[src/rtl/spic_pkg.sv]
// shared constants, types and helpers for the pair interaction counter
package spic_pkg;

    localparam int MAX_POINTS = 256;
    localparam int MAX_DIMS   = 4;

    localparam int COORD_W = 16;
    localparam int PT_W    = MAX_DIMS * COORD_W;
    localparam int ADDR_W  = $clog2(MAX_POINTS);
    localparam int CNT_W   = $clog2(MAX_POINTS + 1);
    localparam int PAIR_W  = 15;
    localparam int CNT9_W  = 9;
    localparam int RAD_W   = 36;
    localparam int LOGP_W  = 32;
    localparam int LOG_W   = 48;
    localparam int DIMS_W  = 3;
    localparam int CIDX_W  = 3;
    localparam int CDATA_W = 64;
    localparam int SQ_W    = 2 * COORD_W;
    localparam int SUM_W   = SQ_W + 2;

    localparam logic [PAIR_W-1:0]        PAIR_MAX = '1;
    localparam logic signed [LOG_W-1:0]  LOG_MIN  = {1'b1, {(LOG_W-1){1'b0}}};
    localparam logic signed [LOG_W-1:0]  LOG_MAX  = {1'b0, {(LOG_W-1){1'b1}}};

    // command codes
    localparam logic [1:0] CMD_CLEAR  = 2'd0;
    localparam logic [1:0] CMD_INSERT = 2'd1;
    localparam logic [1:0] CMD_QUERY  = 2'd2;

    // register indexes
    localparam logic [CIDX_W-1:0] REG_RADIUS_SQ  = 3'd0;
    localparam logic [CIDX_W-1:0] REG_LOG_BETA   = 3'd1;
    localparam logic [CIDX_W-1:0] REG_LN_GAMMA   = 3'd2;
    localparam logic [CIDX_W-1:0] REG_DIMS       = 3'd3;
    localparam logic [CIDX_W-1:0] REG_RANGE_LOW  = 3'd4;
    localparam logic [CIDX_W-1:0] REG_RANGE_HIGH = 3'd5;

    typedef struct packed {
        logic busy;
        logic hit_vld;
        logic hit;
    } t_dist_stat;

    typedef struct packed {
        logic                    vld;
        logic                    sat;
        logic signed [LOG_W-1:0] value;
    } t_log_res;

    typedef struct packed {
        logic                    saturated;
        logic                    store_full;
        logic                    out_of_range;
        logic [PAIR_W-1:0]       pair_count;
        logic [CNT9_W-1:0]       point_count;
        logic [CNT9_W-1:0]       neighbor_count;
        logic signed [LOG_W-1:0] log_value;
    } t_result;

    // lanes that take part: zero acts as one, above MAX_DIMS acts as MAX_DIMS
    function automatic logic [MAX_DIMS-1:0] dims_mask(input logic [DIMS_W-1:0] dims);
        logic [DIMS_W:0]   n;
        logic [MAX_DIMS-1:0] m;
        n = {1'b0, dims};
        if (n == '0) begin
            n = (DIMS_W+1)'(1);
        end
        if (n > (DIMS_W+1)'(MAX_DIMS)) begin
            n = (DIMS_W+1)'(MAX_DIMS);
        end
        for (int d = 0; d < MAX_DIMS; d++) begin
            m[d] = ((DIMS_W+1)'(d) < n);
        end
        return m;
    endfunction

    // count clipped to the 9-bit result fields
    function automatic logic [CNT9_W-1:0] sat_cnt9(input logic [CNT_W-1:0] v);
        logic [31:0] w;
        w = 32'(v);
        return (w > 32'd511) ? 9'd511 : w[CNT9_W-1:0];
    endfunction

endpackage

[src/rtl/spic_dist_unit.sv]
// two-stage squared distance and radius compare against one stored point
module spic_dist_unit (
    input  logic                           i_clk,
    input  logic                           i_rst_n,
    input  logic                           i_vld,
    input  logic [spic_pkg::PT_W-1:0]      i_cand,
    input  logic [spic_pkg::PT_W-1:0]      i_stored,
    input  logic [spic_pkg::MAX_DIMS-1:0]  i_dim_mask,
    input  logic [spic_pkg::RAD_W-1:0]     i_radius,
    output spic_pkg::t_dist_stat           o_stat
);

    logic signed [spic_pkg::COORD_W:0]     diff [spic_pkg::MAX_DIMS];
    logic signed [2*spic_pkg::COORD_W+1:0] prod [spic_pkg::MAX_DIMS];
    logic [spic_pkg::SQ_W-1:0]             sq   [spic_pkg::MAX_DIMS];
    logic [spic_pkg::SUM_W-1:0]            sum;

    logic                                  r_vld1;
    logic                                  r_vld2;
    logic                                  r_hit;
    logic [spic_pkg::SQ_W-1:0]             r_sq [spic_pkg::MAX_DIMS];

    // per-lane difference and square, unused lanes give zero
    always_comb begin
        for (int d = 0; d < spic_pkg::MAX_DIMS; d++) begin
            diff[d] = $signed({i_cand[d*spic_pkg::COORD_W + spic_pkg::COORD_W-1],
                               i_cand[d*spic_pkg::COORD_W +: spic_pkg::COORD_W]})
                    - $signed({i_stored[d*spic_pkg::COORD_W + spic_pkg::COORD_W-1],
                               i_stored[d*spic_pkg::COORD_W +: spic_pkg::COORD_W]});
            prod[d] = diff[d] * diff[d];
            sq[d]   = i_dim_mask[d] ? prod[d][spic_pkg::SQ_W-1:0] : '0;
        end
    end

    always_comb begin
        sum = '0;
        for (int d = 0; d < spic_pkg::MAX_DIMS; d++) begin
            sum = sum + spic_pkg::SUM_W'(r_sq[d]);
        end
    end

    always_ff @(posedge i_clk) begin
        if (!i_rst_n) begin
            r_vld1 <= 1'b0;
            r_vld2 <= 1'b0;
        end else begin
            r_vld1 <= i_vld;
            r_vld2 <= r_vld1;
        end
    end

    always_ff @(posedge i_clk) begin
        r_sq  <= sq;
        r_hit <= (spic_pkg::RAD_W'(sum) < i_radius);
    end

    assign o_stat.busy    = r_vld1 | r_vld2;
    assign o_stat.hit_vld = r_vld2;
    assign o_stat.hit     = r_hit;

endmodule

[config.mk]
export PLATFORM = sky130hd
export DESIGN_NAME = spic_dist_unit
export DESIGN_NICKNAME = d
export VERILOG_FILES = /design/src/rtl/spic_pkg.sv /design/src/rtl/spic_dist_unit.sv
export SDC_FILE = /design/constraint.sdc
export NUM_CORES = 2
export LEC_CHECK = 0
export BUFFER_PORTS_ARGS = -buffer_cell sky130_fd_sc_hd__buf_2
export CAP_MARGIN = 20
export CORE_MARGIN = 4
export CORE_UTILIZATION = 35
export DETAILED_ROUTE_END_ITERATION = 8
export GPL_ROUTABILITY_DRIVEN = 0
export PLACE_DENSITY = 0.48
export SLEW_MARGIN = 20
export SYNTH_ARGS = -nofsm -noshare
export SYNTH_HDL_FRONTEND = slang
export SYNTH_SLANG_ARGS = --single-unit
[constraint.sdc]
create_clock -name i_clk -period 14.8 [get_ports i_clk]
set_input_delay 1.48 -clock i_clk [delete_from_list [all_inputs] [get_ports i_clk]]
set_output_delay 1.48 -clock i_clk [all_outputs]
set_load 0.005 [all_outputs]
==> impl_results.md <==
- Finished Core Util: 0.380
- Clk buf depth: 2
- Gr ovfl total: 0
- Post-DP HPWL: 103,000 um
- F_max: 97.5 MHz
- # hold bufs at CTS: 0
- FF+latch count, synth: 127
- FFs w/ async S/R, synth: 0
- Final count of pins violating max slew: 0
- Part of the cycle the worst path needs: 0.693
- Initial antenna violation count: 8
- Routed Wire Length: 119,000 um
- Setup ws final: 4.54 ns
- Cells after Synth: 5,089
- CTS tree: done
- Clock transition at the registers of the reported paths: 0.07 ns
- Clk_skew: 0.00994 ns
- Worst path slowest cell: fa_1
- Final setup violation count: 0
- DR vias/cell: 4.63
- Port Buf Inserts: 173
- Largest stage delay, worst path: 0.55 ns
- Setup TNS: 0 ns
- Clk sink count: 127
- Total core area: 0.131 mm2
- GRT Total Usage: 0.180
- Vias: 32.4k
- H-Tree Depth: 4
- Num rows: 133
- Number of gates resized after cts: 0
- Final hold vios: 0
- TritonRoute pass-1 iters: 5
- Crit path required time: 15.13 ns
- Sequential fraction of the synthesis area: 0.0549
- Synth Area in XOR/XNOR: 0.0463
- Worst Setup End Kind: register
- Vias in the first global route: 35.6k
- Status: finished clean
- Crit-path max FO: 23
- Chip Height: 372 um
- Critical path arrival: 10.58 ns
- Post-synthesis mux area share: 0.000865
- Starting Density: 0.352
- Post-Synth Adder-Cell Area: 0.594
- Cell mode on critical path: fa_1
- Area Overhead vs Synth: 7.87%
- DR DRC count: 0
- Area leader, netlist: fa_1
- Nets@finish: 6,940
- Max_slew headroom: 0.338
- Complex-gate fraction of the synthesized area: 0.0666
- IO Count: 174
- TritonCTS Buffers: 17
- Synth top cells by count: inv_1 (1,408), fa_1 (1,094), nor2_1 (490)
- Number of flops mapped to enable cells by yosys: 0
- Largest net degree at the start of global routing: 32
- Overall die width: 372 um
- Period minus WS final: 10.26 ns
- Maxcap violations: 0
- Top-count cell post-synth: inv_1
- Post-CTS setup buffer count: 0
- Die Footprint: 0.138 mm2
- First-pass GRT wire length: 194,000 um
- Share of the synthesized area in the top cell type: 0.473
- Simple-Gate Fraction of Synth Area: 0.112
- Reg-to-reg setup timing slack: 8.44 ns
- CP Launch Type: primary input
- Share of layout cells above drive strength 1: 0.0575
- Synthesized area: 0.0463 mm2
- Wirelength per Cell: 17.0 um
- Main area contributors after synthesis: fa_1 (47%), ha_1 (12%), inv_1 (11%)
- Mean Syn Cell Area: 9.10 um2
- Yosys warns: 0
- Antenna viol nets, final: 0
- HP Class: reg2reg
- WP buf/inv: 7
- Worst-Margin Slew: 0.993 ns
- Yosys cell types: 80
- Place WS: 4.07 ns
- RSZ-0062 raised after global routing: false
- Initial DRC Count: 1,718
- Post-synth top flop: dfxtp_1
- Crit path max-delay family: adder cells
- Largest family of logic cells by synthesized area: adder cells
- Setup Crit Path Kind: in2reg
- Fill cell count: 13.6k
- Clock Tree Root: clkbuf_16
- Clock Latency Late Sink: 0.43 ns
state kept, by name (all words and copies together), names as in the netlist:
name    count
r_sq      124
r_hit       1
r_vld1      1
r_vld2      1
placed cells by master, fill, tap and decap left out, types with 9 or more instances in the layout:
cell type     n
a211oi_1     15
a21o_1       79
a21oi_1     134
a31oi_1      17
and2_1       40
and3_1       20
buf_2       173
buf_4        51
clkbuf_16    17
clkinv_1      9
dfxtp_1     127
fa_1       1094
ha_1        449
inv_1      1408
inv_2        10
nand2_1     371
nand2b_1     50
nand3_1      33
nand4_1      13
nor2_1      490
nor2b_1      39
nor3_1       44
nor3b_1      14
o211ai_1     12
o21a_1       33
o21ai_0      73
o21ai_1       9
o21bai_1     17
o31ai_1      12
or2_2        13
or3_1        17
xnor2_1     144
xor2_1       82
metal layers:
layer	GRT usage	wire length, um	vias to the layer above
met4	0.0308	1890	2
met2	0.300	56300	579
met5	0	12	-
met3	0.0261	5420	97
met1	0.254	55000	16300
li1	-	-	15400
through the flow:
step / hold WS (ns) / area [um2] / cells
3_5_place_dp: 0.448 / 49300 / 6962
4_1_cts: 0.462 / 49900 / 6992
6_report: 0.457 / 50000 / 6994
5_1_grt: 0.472 / 50000 / 6993
3_3_place_gp: 0.433 / 49300 / 6962
2_1_floorplan: 0.421 / 46300 / 5090
cell families (layout without fill, tap and decap cells):
logic type / count (synthesis) / after routing
compound gates: 468 / 468
xor+xnor: 237 / 237
fa+ha+maj: 1543 / 1543
buf+inv: 1534 / 1681
flops: 127 / 127
mux: 4 / 4
other cells: 2 / 5
simple gates: 1174 / 1174
layout make-up:
type,instances,area [um2],share of cell area
Antenna cell,2,5.00,0.000100
Clock buffer,17,425,0.00852
Clock inverter,13,165,0.00331
Inverter,1427,5360,0.107
Multi-Input combinational cell,3429,38000,0.761
Sequential cell,127,2540,0.0509
Tap cell,1755,2200,0.0440
Timing Repair Buffer,224,1250,0.0250
final timing paths:
kind / from / cells past startpoint / to
setup / recovery: i_cand[32] / 36 / r_sq[63]
hold / removal: r_vld1 / 1 / r_vld2
setup reg to reg: r_sq[2] / 22 / r_hit
hold reg to reg: r_vld1 / 1 / r_vld2
Power is left out: the tool's default activity adds up to more than one toggle a clock period on the data nets, which glitch-free logic cannot reach.
