File: src/rtl/spic_pkg.sv
// shared constants, types and helpers for the pair interaction counter
package spic_pkg;

    localparam int MAX_POINTS = 256;
    localparam int MAX_DIMS   = 4;

    localparam int COORD_W = 16;
    localparam int PT_W    = MAX_DIMS * COORD_W;
    localparam int ADDR_W  = $clog2(MAX_POINTS);
    localparam int CNT_W   = $clog2(MAX_POINTS + 1);
    localparam int PAIR_W  = 15;
    localparam int CNT9_W  = 9;
    localparam int RAD_W   = 36;
    localparam int LOGP_W  = 32;
    localparam int LOG_W   = 48;
    localparam int DIMS_W  = 3;
    localparam int CIDX_W  = 3;
    localparam int CDATA_W = 64;
    localparam int SQ_W    = 2 * COORD_W;
    localparam int SUM_W   = SQ_W + 2;

    localparam logic [PAIR_W-1:0]        PAIR_MAX = '1;
    localparam logic signed [LOG_W-1:0]  LOG_MIN  = {1'b1, {(LOG_W-1){1'b0}}};
    localparam logic signed [LOG_W-1:0]  LOG_MAX  = {1'b0, {(LOG_W-1){1'b1}}};

    // command codes
    localparam logic [1:0] CMD_CLEAR  = 2'd0;
    localparam logic [1:0] CMD_INSERT = 2'd1;
    localparam logic [1:0] CMD_QUERY  = 2'd2;

    // register indexes
    localparam logic [CIDX_W-1:0] REG_RADIUS_SQ  = 3'd0;
    localparam logic [CIDX_W-1:0] REG_LOG_BETA   = 3'd1;
    localparam logic [CIDX_W-1:0] REG_LN_GAMMA   = 3'd2;
    localparam logic [CIDX_W-1:0] REG_DIMS       = 3'd3;
    localparam logic [CIDX_W-1:0] REG_RANGE_LOW  = 3'd4;
    localparam logic [CIDX_W-1:0] REG_RANGE_HIGH = 3'd5;

    typedef struct packed {
        logic busy;
        logic hit_vld;
        logic hit;
    } t_dist_stat;

    typedef struct packed {
        logic                    vld;
        logic                    sat;
        logic signed [LOG_W-1:0] value;
    } t_log_res;

    typedef struct packed {
        logic                    saturated;
        logic                    store_full;
        logic                    out_of_range;
        logic [PAIR_W-1:0]       pair_count;
        logic [CNT9_W-1:0]       point_count;
        logic [CNT9_W-1:0]       neighbor_count;
        logic signed [LOG_W-1:0] log_value;
    } t_result;

    // lanes that take part: zero acts as one, above MAX_DIMS acts as MAX_DIMS
    function automatic logic [MAX_DIMS-1:0] dims_mask(input logic [DIMS_W-1:0] dims);
        logic [DIMS_W:0]   n;
        logic [MAX_DIMS-1:0] m;
        n = {1'b0, dims};
        if (n == '0) begin
            n = (DIMS_W+1)'(1);
        end
        if (n > (DIMS_W+1)'(MAX_DIMS)) begin
            n = (DIMS_W+1)'(MAX_DIMS);
        end
        for (int d = 0; d < MAX_DIMS; d++) begin
            m[d] = ((DIMS_W+1)'(d) < n);
        end
        return m;
    endfunction

    // count clipped to the 9-bit result fields
    function automatic logic [CNT9_W-1:0] sat_cnt9(input logic [CNT_W-1:0] v);
        logic [31:0] w;
        w = 32'(v);
        return (w > 32'd511) ? 9'd511 : w[CNT9_W-1:0];
    endfunction

endpackage

File: src/rtl/spic_log_calc.sv
// two-stage a*ln(beta) + b*ln(gamma) with clamp to 48 bits
module spic_log_calc (
    input  logic                                i_clk,
    input  logic                                i_rst_n,
    input  logic                                i_start,
    input  logic [spic_pkg::CNT_W-1:0]          i_a,
    input  logic [spic_pkg::PAIR_W-1:0]         i_b,
    input  logic signed [spic_pkg::LOGP_W-1:0]  i_beta,
    input  logic signed [spic_pkg::LOGP_W-1:0]  i_gamma,
    output spic_pkg::t_log_res                  o_res
);

    localparam int PA_W  = spic_pkg::CNT_W + 1 + spic_pkg::LOGP_W;
    localparam int PB_W  = spic_pkg::PAIR_W + 1 + spic_pkg::LOGP_W;
    localparam int SUM_W = spic_pkg::LOG_W + 1;

    logic signed [PA_W-1:0]  prod_a;
    logic signed [PB_W-1:0]  prod_b;
    logic signed [SUM_W-1:0] sum;

    logic                    r_vld1;
    logic                    r_vld2;
    logic signed [PA_W-1:0]  r_prod_a;
    logic signed [PB_W-1:0]  r_prod_b;
    logic                    r_sat;
    logic signed [spic_pkg::LOG_W-1:0] r_value;

    assign prod_a = $signed({1'b0, i_a}) * i_beta;
    assign prod_b = $signed({1'b0, i_b}) * i_gamma;
    assign sum    = $signed({{(SUM_W-PA_W){r_prod_a[PA_W-1]}}, r_prod_a})
                  + $signed({{(SUM_W-PB_W){r_prod_b[PB_W-1]}}, r_prod_b});

    always_ff @(posedge i_clk) begin
        if (!i_rst_n) begin
            r_vld1 <= 1'b0;
            r_vld2 <= 1'b0;
        end else begin
            r_vld1 <= i_start;
            r_vld2 <= r_vld1;
        end
    end

    // overflow shows as the two top bits of the sum disagreeing
    always_ff @(posedge i_clk) begin
        r_prod_a <= prod_a;
        r_prod_b <= prod_b;
        r_sat    <= (sum[SUM_W-1] != sum[SUM_W-2]);
        if (sum[SUM_W-1] != sum[SUM_W-2]) begin
            r_value <= sum[SUM_W-1] ? spic_pkg::LOG_MIN : spic_pkg::LOG_MAX;
        end else begin
            r_value <= sum[spic_pkg::LOG_W-1:0];
        end
    end

    assign o_res.vld   = r_vld2;
    assign o_res.sat   = r_sat;
    assign o_res.value = r_value;

endmodule

File: config.mk
export PLATFORM = sky130hd
export DESIGN_NAME = spic_log_calc
export DESIGN_NICKNAME = d
export VERILOG_FILES = /design/src/rtl/spic_pkg.sv /design/src/rtl/spic_log_calc.sv
export SDC_FILE = /design/constraint.sdc
export NUM_CORES = 2
export LEC_CHECK = 0
export BUFFER_PORTS_ARGS = -buffer_cell sky130_fd_sc_hd__buf_2
export CAP_MARGIN = 10
export CORE_MARGIN = 10
export CORE_UTILIZATION = 50
export CTS_CLUSTER_SIZE = 8
export DETAILED_ROUTE_END_ITERATION = 16
export MAX_ROUTING_LAYER = met4
export PLACE_DENSITY_LB_ADDON = 0.15
export SETUP_SLACK_MARGIN = 0.5
export SYNTH_ARGS = -nofsm -noshare
export SYNTH_HDL_FRONTEND = slang
export SYNTH_SLANG_ARGS = --single-unit
File: constraint.sdc
create_clock -name i_clk -period 16.8 [get_ports i_clk]
set_input_delay 1.68 -clock i_clk [delete_from_list [all_inputs] [get_ports i_clk]]
set_output_delay 1.68 -clock i_clk [all_outputs]
set_load 0.02 [all_outputs]
==> flow_summary.yaml <==
cells_and_area:
  final_area_mm2: 0.0345
  num_antenna_cells: 0
  final_layout_size_suffix_gt1_share_pct: 6.67
  num-fill-cells: 6205
  nNetsFinal: 4660
  instances_no_fill: 4497
  syn_to_final_growth_pct: 5.39
placement:
  hpwl_mm: 62.1
  gp_congestion: 0.864
  io_buffers: 140
  placed_cells: 4465
  place_area_mm2: 0.0339
  post-place-ws_ns: 8.28
grt:
  grtUsageTotal_pct: 21.6
  grt_start_max_net_pins: 48
  antenna_found_initial: 1
  grt_pass1_vias: 25100
  grt_pass1_wl_mm: 128
  grt-ovfl-total: 0
setup_path:
  worst_path_max_delay_cell: "a211oi_1"
  critPathMaxFanout: 32
  critPathRequiredTime_ns: 17.11
  end_kind: "flop"
  cp.buffers_inverters: 6
  crit_top_cell: "fa_1"
  start_kind: "input port"
  setup.worst_path.class: "input port to flop"
  crit_family: "adder cells"
  cp_cell_sequence: "buf_2 > nand2_1 > fa_1 > inv_1 > fa_1 > inv_1 > fa_1 > inv_1 > fa_1 > fa_1 > inv_1 > fa_1 > inv_1 > ha_1 > a21oi_1 > nand2_1 > a211o_1 > a211oi_1 > nor4b_1 > nor3_1 > o21bai_1 > a21oi_1 > o21bai_1 > xnor2_1"
  crit_arrival_ns: 8.49
  slowest_delay_ns: 0.59
floorplanning:
  core_region_area_mm2: 0.0647
  pin_count: 141
  floorplan.initialDensity_pct: 50.6
  rows: 93
  die_w_um: 276
  dieHeight_um: 276
  fp.dieArea_mm2: 0.0761
synth:
  synth_area_mm2: 0.0327
  async_flop_share_pct: 0
  synth-seq-cells: 141
  syn-num-nets: 4644
  postSynthCellCount: 3613
  synth_flop_cell: "dfxtp_1"
  synth_cell_types: 81
  synth_edf_count: 0
  ys_warn_count: 0
  ys_seq_area_share_pct: 8.62
  syn_avg_cell_area_um2: 9.06
sta:
  final.min_clock_period_ns: 8.17
  period_share_pct: 48.7
  tightest_slew_ns: 0.807
  setup_slack_ns: 8.63
  drv_slew: 0
  finalHoldViolCount: 0
  rsz0062_at_grt: "false"
  setup_viol: 0
  fin_setup_tns_ns: 0
  slew_headroom_pct: 46.2
  skew_ns: 0.0126
  fmaxAchievable_ghz: 0.122
detailed_routing:
  vias: 23700
  firstDrtPassIters: 5
  wirelength_mm: 76.2
  viasPerCell: 5.26
  drc: 0
  detail-route-antenna-nets: 0
  drt_iter0_drc: 1253
  wl_per_cell_um: 16.9
clock_network:
  cts_buffers: 17
  hold_buffers: 0
  cts_resized: 0
  clockRootBuffer: "clkbuf_16"
  clk_pin_slew_worst_paths_ns: 0.06
  cts_max_path_buffers: 2
  worst_skew_pair.late_latency_ns: 0.43
  cts.sinks: 141
  cts_tree: "yes"
  cts_setup_buffers: 0
  cts_max_level: 4
min_path:
  min_path_type: "flop to flop"
run:
  maxCapViolCount: 0
run_status:
  status: "completed"
-- layout make-up --
| type | count | area [um^2] | area share [%] |
|---|---|---|---|
| clock buffer | 19 | 443 | 1.28 |
| clock inverter | 13 | 153 | 0.442 |
| inverter | 763 | 2860 | 8.30 |
| multi-input combinational | 2564 | 26400 | 76.6 |
| sequential | 141 | 2820 | 8.18 |
| tap | 855 | 1070 | 3.10 |
| timing repair buffer | 142 | 716 | 2.07 |
-- per-stage QoR --
| step | hold WS (ns) | util (%) |
|---|---|---|
| 2_1_floorplan | 0.412 | - |
| 3_3_place_gp | 0.430 | 52.4 |
| 3_5_place_dp | 0.433 | 52.4 |
| 4_1_cts | 0.450 | 53.3 |
| 5_1_grt | 0.471 | 53.3 |
| 6_report | 0.442 | 53.3 |
-- cell usage after synthesis, types with 6 or more instances --
master    count  area, um^2
a211o_1       6        52.6
a211oi_1     14         105
a21o_1       66         495
a21oi_1     136         681
a21oi_2       6        52.6
a31oi_1       9        56.3
and2_1      407        2550
and3_1       13        81.3
buf_1         6        22.5
buf_2         6        30.0
buf_6         8        90.1
clkbuf_1    122         458
dfxtp_1     141        2820
fa_1        689       13800
ha_1        251        3140
inv_1       763        2860
nand2_1     433        1630
nand2b_1     19         119
nand3_1      32         160
nand4_1      16         100
nor2_1       65         244
nor2b_1      17         106
nor3_1       19        95.1
o211ai_1     14         105
o21a_1       10        75.1
o21ai_0      49         245
o21ai_1      14        70.1
o21ai_2      32         280
o21bai_1     23         173
o31ai_1       9        67.6
or2_2         7        43.8
xnor2_1      86         753
xor2_1       42         368
-- worst reg2reg max path: stages (launching register included) --
cell	delay, ns
dfxtp_1	0.37
ha_1	0.22
inv_1	0.06
fa_1	0.39
nand2b_1	0.18
a21oi_1	0.27
o21ai_1	0.20
o211ai_1	0.43
nand4bb_1	0.27
a221oi_2	0.54
a21oi_1	0.16
o22ai_2	0.45
nor2_4	0.07
buf_4	0.35
o21ai_2	0.38
-- final timing paths --
check / slack, ns / endpoint / from / cells after the start
setup / recovery: 8.63 / r_prod_b[41] / i_b[7] / 24
hold / removal: 0.44 / r_vld2 / r_vld1 / 1
setup reg to reg: 12.36 / r_value[27] / r_prod_a[0] / 14
hold reg to reg: 0.44 / r_vld2 / r_vld1 / 1
-- registers in the layout (all words and copies together), names as in the netlist --
name / count
r_vld2: 1
r_prod_b: 48
r_prod_a: 42
r_value: 48
r_vld1: 1
r_sat: 1
-- layout by cell type (no fill, tap or decap), drive strengths merged, types with 10 or more instances in the layout --
master / count
clkbuf: 19
o31ai: 10
xor2: 42
o211ai: 14
nand2: 433
nor2b: 17
buf: 142
nor3: 21
o21bai: 23
o21ai: 95
ha: 251
a31oi: 10
inv: 768
o21a: 10
dfxtp: 141
and3: 13
nand4: 17
a211oi: 16
nor2: 67
nand2b: 19
nand3: 32
xnor2: 86
a21oi: 142
and2: 407
fa: 689
a21o: 66
-- metal layers --
layer	part of all wire, %	GRT usage (%)	routed length (um)
met1	43	27.6	32500
met2	51	36.8	38900
met3	3.7	1.85	2840
met4	2.6	5.31	1990
met5	0	-	0
-- cell families after synthesis --
group | share of synthesized area, %
AND/OR/NAND/NOR | 16.1
adder cells (fa/ha/maj) | 51.8
flip-flops | 8.62
buffers and inverters | 10.7
XOR/XNOR | 3.42
multiplexers | 0.0955
AO/OA/AOI/OAI | 9.35
Power is left out: the tool's default activity adds up to more than one toggle a clock period on the data nets, which glitch-free logic cannot reach.
